`src/sv/nested_scope_tick_profiler_assert.svh`:
```
// ----------------------------------------------------------------------------
// Assertion macros for the nested scope tick profiler
// Shared property forms, clocked on clk and held off while arst_n is low.
// ----------------------------------------------------------------------------
`ifndef NESTED_SCOPE_TICK_PROFILER_ASSERT_SVH
`define NESTED_SCOPE_TICK_PROFILER_ASSERT_SVH

// Check that a condition holds at every edge
`define NSTP_ASSERT_ALWAYS(name, cond, msg) \
	name: assert property (@(posedge clk) disable iff (!arst_n) (cond)) else $error(msg);

// Check that a trigger is followed by a condition in the next cycle
`define NSTP_ASSERT_NEXT(name, trig, cond, msg) \
	name: assert property (@(posedge clk) disable iff (!arst_n) (trig) |=> (cond)) \
		else $error(msg);

`endif

```
`src/sv/nstp_pkg.sv`:
```
// ----------------------------------------------------------------------------
// nstp_pkg
// Sizes, codes, frame layout and controller types for the scope profiler.
// ----------------------------------------------------------------------------
package nstp_pkg;

	// Table and stack sizes
	localparam int NUM_SCOPES = 1024;
	localparam int MAX_DEPTH  = 32;

	// Field widths of the word format
	localparam int FUNC_W  = 2;
	localparam int ID_W    = 10;
	localparam int TICK_W  = 64;
	localparam int STAT_W  = 2;
	localparam int DEPTH_W = 6;
	localparam int COUNT_W = 11;

	// Derived storage widths
	localparam int SCOPE_AW = $clog2(NUM_SCOPES);
	localparam int FRAME_AW = $clog2(MAX_DEPTH);
	localparam int SP_W     = $clog2(MAX_DEPTH + 1);
	localparam int ACT_W    = $clog2(NUM_SCOPES + 1);

	// Operation codes
	localparam logic [FUNC_W-1:0] FUNC_ENTER = 2'd0;
	localparam logic [FUNC_W-1:0] FUNC_EXIT  = 2'd1;

	// Result status codes
	localparam logic [STAT_W-1:0] STAT_OK     = 2'd0;
	localparam logic [STAT_W-1:0] STAT_FULL   = 2'd1;
	localparam logic [STAT_W-1:0] STAT_EMPTY  = 2'd2;
	localparam logic [STAT_W-1:0] STAT_BAD_ID = 2'd3;

	// One stack frame; child time is kept apart
	typedef struct packed {
		logic [ID_W-1:0]   id;
		logic [TICK_W-1:0] start;
		logic [TICK_W-1:0] saved;
	} frame_t;

	typedef enum logic [2:0] {
		ST_CLEAR,
		ST_IDLE,
		ST_EXEC,
		ST_EXIT2,
		ST_EXIT3
	} state_t;

	// Commands from controller to datapath
	typedef struct packed {
		logic capture;
		logic clr_wr;
		logic exec;
		logic exit_rd;
		logic exit_calc;
		logic exit_wr;
	} nstp_cmd_t;

	// Status from datapath to controller
	typedef struct packed {
		logic clear_done;
		logic op_exit;
		logic stack_empty;
	} nstp_stat_t;

endpackage

```
`src/sv/nstp_ctrl.sv`:
```
// ----------------------------------------------------------------------------
// nstp_ctrl
// Sequencer: clears the mark table after reset, then steps each word
// through capture and execute, and an exit with an open scope through the three-step exit path.
// ----------------------------------------------------------------------------
`include "nested_scope_tick_profiler_assert.svh"

module nstp_ctrl import nstp_pkg::*; (
	input  logic       clk,
	input  logic       arst_n,
	input  logic       start,
	input  nstp_stat_t stat,
	output nstp_cmd_t  cmd,
	output logic       busy
);

	state_t state_q;
	state_t state_d;

	// Hold the state
	always_ff @(posedge clk or negedge arst_n) begin
		if (!arst_n) begin
			state_q <= ST_CLEAR;
		end else begin
			state_q <= state_d;
		end
	end

	// Advance the sequence
	always_comb begin
		state_d = state_q;
		case (state_q)
			ST_CLEAR: begin
				if (stat.clear_done) begin
					state_d = ST_IDLE;
				end
			end
			ST_IDLE: begin
				if (start) begin
					state_d = ST_EXEC;
				end
			end
			ST_EXEC: begin
				if (stat.op_exit && !stat.stack_empty) begin
					state_d = ST_EXIT2;
				end else begin
					state_d = ST_IDLE;
				end
			end
			ST_EXIT2: state_d = ST_EXIT3;
			ST_EXIT3: state_d = ST_IDLE;
			default:  state_d = ST_CLEAR;
		endcase
	end

	// Drive commands
	always_comb begin
		cmd  = '0;
		busy = 1'b1;
		case (state_q)
			ST_CLEAR: cmd.clr_wr = 1'b1;
			ST_IDLE: begin
				busy        = 1'b0;
				cmd.capture = start;
			end
			ST_EXEC: begin
				if (stat.op_exit && !stat.stack_empty) begin
					cmd.exit_rd = 1'b1;
				end else begin
					cmd.exec = 1'b1;
				end
			end
			ST_EXIT2: cmd.exit_calc = 1'b1;
			ST_EXIT3: cmd.exit_wr   = 1'b1;
			default:  cmd = '0;
		endcase
	end

	`NSTP_ASSERT_NEXT(a_capture_then_exec, cmd.capture, cmd.exec || cmd.exit_rd, "capture not followed by execute")
	`NSTP_ASSERT_NEXT(a_exit_rd_then_calc, cmd.exit_rd, cmd.exit_calc, "exit read not followed by calc")
	`NSTP_ASSERT_NEXT(a_exit_calc_then_wr, cmd.exit_calc, cmd.exit_wr && busy, "exit calc not followed by write")

endmodule

```
`config.mk`:
```
export PLATFORM = sky130hd
export DESIGN_NAME = nstp_ctrl
export DESIGN_NICKNAME = d
export VERILOG_FILES = /design/src/sv/nstp_pkg.sv /design/src/sv/nstp_ctrl.sv
export VERILOG_INCLUDE_DIRS = /design/src /design/src/sv
export SDC_FILE = /design/constraint.sdc
export NUM_CORES = 1
export LEC_CHECK = 0
export BUFFER_PORTS_ARGS = -buffer_cell sky130_fd_sc_hd__buf_2
export CAP_MARGIN = 0
export CORE_AREA = 8 8 45 47
export CTS_BUF_LIST = sky130_fd_sc_hd__clkbuf_4 sky130_fd_sc_hd__clkbuf_8 sky130_fd_sc_hd__clkbuf_16
export DETAILED_ROUTE_END_ITERATION = 16
export DIE_AREA = 0 0 53 55
export SLEW_MARGIN = 10
export SYNTH_ARGS = -nofsm -noshare
export SYNTH_HDL_FRONTEND = slang
export SYNTH_SLANG_ARGS = --single-unit
export TNS_END_PERCENT = 20
```
`constraint.sdc`:
```
create_clock -name clk -period 1.9 [get_ports clk]
set_clock_uncertainty 0.1 [all_clocks]
set_input_delay 0.285 -clock clk [delete_from_list [all_inputs] [get_ports clk]]
set_output_delay 0.285 -clock clk [all_outputs]
set_load 0.01 [all_outputs]
```
==> impl_metrics.py <==
metrics = {
    "yosys": {
        "yosys.area.top_type": "dfrtp_1",
        "synth_top_area_share_pct": 38.2,
        "synthCells": 22,
        "syn_area_per_cell_um2": 8.93,
        "syn-num-nets": 28,
        "synth_top_cells_by_area": "dfrtp_1 (38%), and3b_2 (10%), nand3b_1 (7.6%)",
        "ys_warn_count": 0,
        "ys_types": 15,
        "synth-seq-cells": 3,
        "syn_area_um2": 196,
        "seq_area_frac_synth_pct": 38.2,
    },
    "floorplanning": {
        "fp-row-count": 14,
        "dieArea_um2": 2920,
        "core-area_um2": 1380,
        "start_util_pct": 14.2,
        "die_h_um": 55,
        "die_w_um": 53,
        "io_pins": 13,
    },
    "grt": {
        "grt_max_degree": 10,
        "antenna_found_initial": 0,
        "grt_first_pass_wirelength_um": 855,
        "grt_overflow": 0,
        "first_global_vias": 214,
        "grt_usage_pct": 4.60,
    },
    "sta": {
        "setup_viol": 0,
        "layout_setup_ws_ns": 0.103,
        "final_max_slew_viol_count": 0,
        "hold_slack_ns": 0.236,
        "relSlewSlack_pct": 84.5,
        "fin_crit_ns": 1.80,
        "worst_pin_slew_ns": 0.232,
        "tns_ns": 0,
        "fmax_mhz": 557,
        "rsz0062_at_grt": "false",
        "period_share_pct": 94.6,
        "hold_viol_final": 0,
    },
    "clock_network": {
        "postCtsResizedCells": 0,
        "ctsLongestPathBuffers": 2,
        "clkSinkCount": 3,
        "cts_buffers": 3,
        "clkTransAtPathRegs_ns": 0.04,
        "cts-htree-levels": 1,
        "cts_tree": "yes",
        "post_cts_buffers": 0,
        "cts_root_buffer": "clkbuf_4",
        "worstSkewPairLatency_ns": 0.24,
    },
    "final_layout": {
        "largest_register_ffs": 3,
        "utilization_pct": 23.1,
        "layout_commonest_cell": "buf_2",
        "antenna_cells": 0,
        "area_delta_synth_final_pct": 62.4,
        "fin_nets": 46,
        "most-common-layout-cells": "buf_2 (12), nor2_1 (4), clkbuf_4 (4)",
        "drive_above_1_share_pct": 51.3,
        "largestRegisters": "state_q: 3 flops",
        "regMostFlops": "state_q",
        "nFillCells": 162,
    },
    "run_status": {
        "outcome": "completed",
    },
    "route": {
        "viasPerCell": 3.75,
        "wl_per_cell_um": 10.2,
        "antenna_left": 0,
        "first_pass_iters": 3,
        "drc": 0,
        "wl_um": 559,
        "vias": 206,
        "first_iter_violations": 1,
    },
    "setup_path": {
        "worst-setup-path-type": "reg2out",
        "cp-start-kind": "flop",
        "crit_fanout": 8,
        "crit_slowest_cell": "dfrtp_1",
        "required_ns": 1.51,
        "worst_setup_path_end_kind": "output port",
        "slowest_delay_ns": 0.43,
        "crit_chain": "or3b_1 > nor3b_2 > buf_2",
        "worst-endpoint-arrival_ns": 1.41,
    },
    "place": {
        "dpl.hpwl_um": 413,
        "io_buffer_count": 12,
        "dp_slack_ns": 0.334,
        "gp_congestion": 0.675,
    },
    "job": {
        "cap_violations": 0,
    },
    "pwr": {
        "powerDensity_nw_per_um2": 1460,
        "vdd_ir_drop_max_uv": 381,
        "power_leakage_nw": 0.166,
    },
    "hold_path": {
        "hold_path_class": "in2reg",
    },
}
-- cells in the mapped netlist --
master,n
nor2_1,4
dfrtp_1,3
and3b_2,2
nand3b_1,2
a21oi_1,1
a31oi_1,1
buf_2,1
inv_1,1
nand2_1,1
nor2b_1,1
nor3_1,1
nor3b_1,1
nor3b_2,1
o31ai_1,1
or3b_1,1
-- metrics by stage --
| step | cell area [um^2] | std cells | total power, W |
|---|---|---|---|
| global placement | 279 | 50 | 0.000336 |
| CTS | 319 | 55 | 0.000477 |
| global route | 319 | 55 | 0.000498 |
| finish | 319 | 55 | 0.000465 |
| detailed placement | 279 | 50 | 0.000339 |
| floorplan | 196 | 22 | 0.000250 |
-- worst paths after layout --
path                       startpoint    endpoint  slack (ns)  depth (start not counted)
max                        state_q[2]      cmd[2]        0.10                          3
min                             start  state_q[1]        0.24                          3
max reg2reg                state_q[0]  state_q[0]        0.80                          4
min reg2reg                state_q[2]  state_q[1]        0.46                          1
max in group asynchronous      arst_n  state_q[1]        1.32                          2
min in group asynchronous      arst_n  state_q[2]        0.27                          2
-- where the power goes --
| part | total [W] | switching, W | internal [W] |
|---|---|---|---|
| combinational | 0.000215 | 0.000111 | 0.000104 |
| sequential | 0.000120 | 0.0000306 | 0.0000894 |
| clock | 0.000130 | 0.0000369 | 0.0000932 |
| total | 0.000465 | 0.000179 | 0.000287 |
-- cell families (layout without fill, tap and decap cells) --
family                 Yosys count  count (layout)  synth area share, %
AOI/OAI and AO/OA                3               3                 9.56
and+or+nand+nor                 14              14                 47.8
buffers and inverters            2              19                 4.45
DFF                              3               3                 38.2
-- cell type report --
type / count / area (um^2) / share of cell area [%]
clock buffer: 4 / 30.0 / 9.41
multi-input combinational: 17 / 113 / 35.3
timing repair buffer: 14 / 77.6 / 24.3
tap: 16 / 20.0 / 6.27
inverter: 1 / 3.75 / 1.18
sequential: 3 / 75.1 / 23.5
-- layer usage --
layer  GRT usage [%]  wire length (um)  share of wire, %
met2            4.88               252                45
met5               0                 0                 0
met4            9.05                 0                 0
met3            1.87                53               9.5
met1            4.73               253                45
-- timing repair --
action,CTS,global route
hold buffers,1,0
hold endpoints to repair,3,0
endpoints found under the setup margin,0,0
-- critical path, delay by kind of cell (launching register included) --
family	cells	cell delay (ns)
buffers and inverters	1	0.14
DFF	1	0.43
and+or+nand+nor	2	0.60
Note: power is estimated with default switching activity, not from simulation.
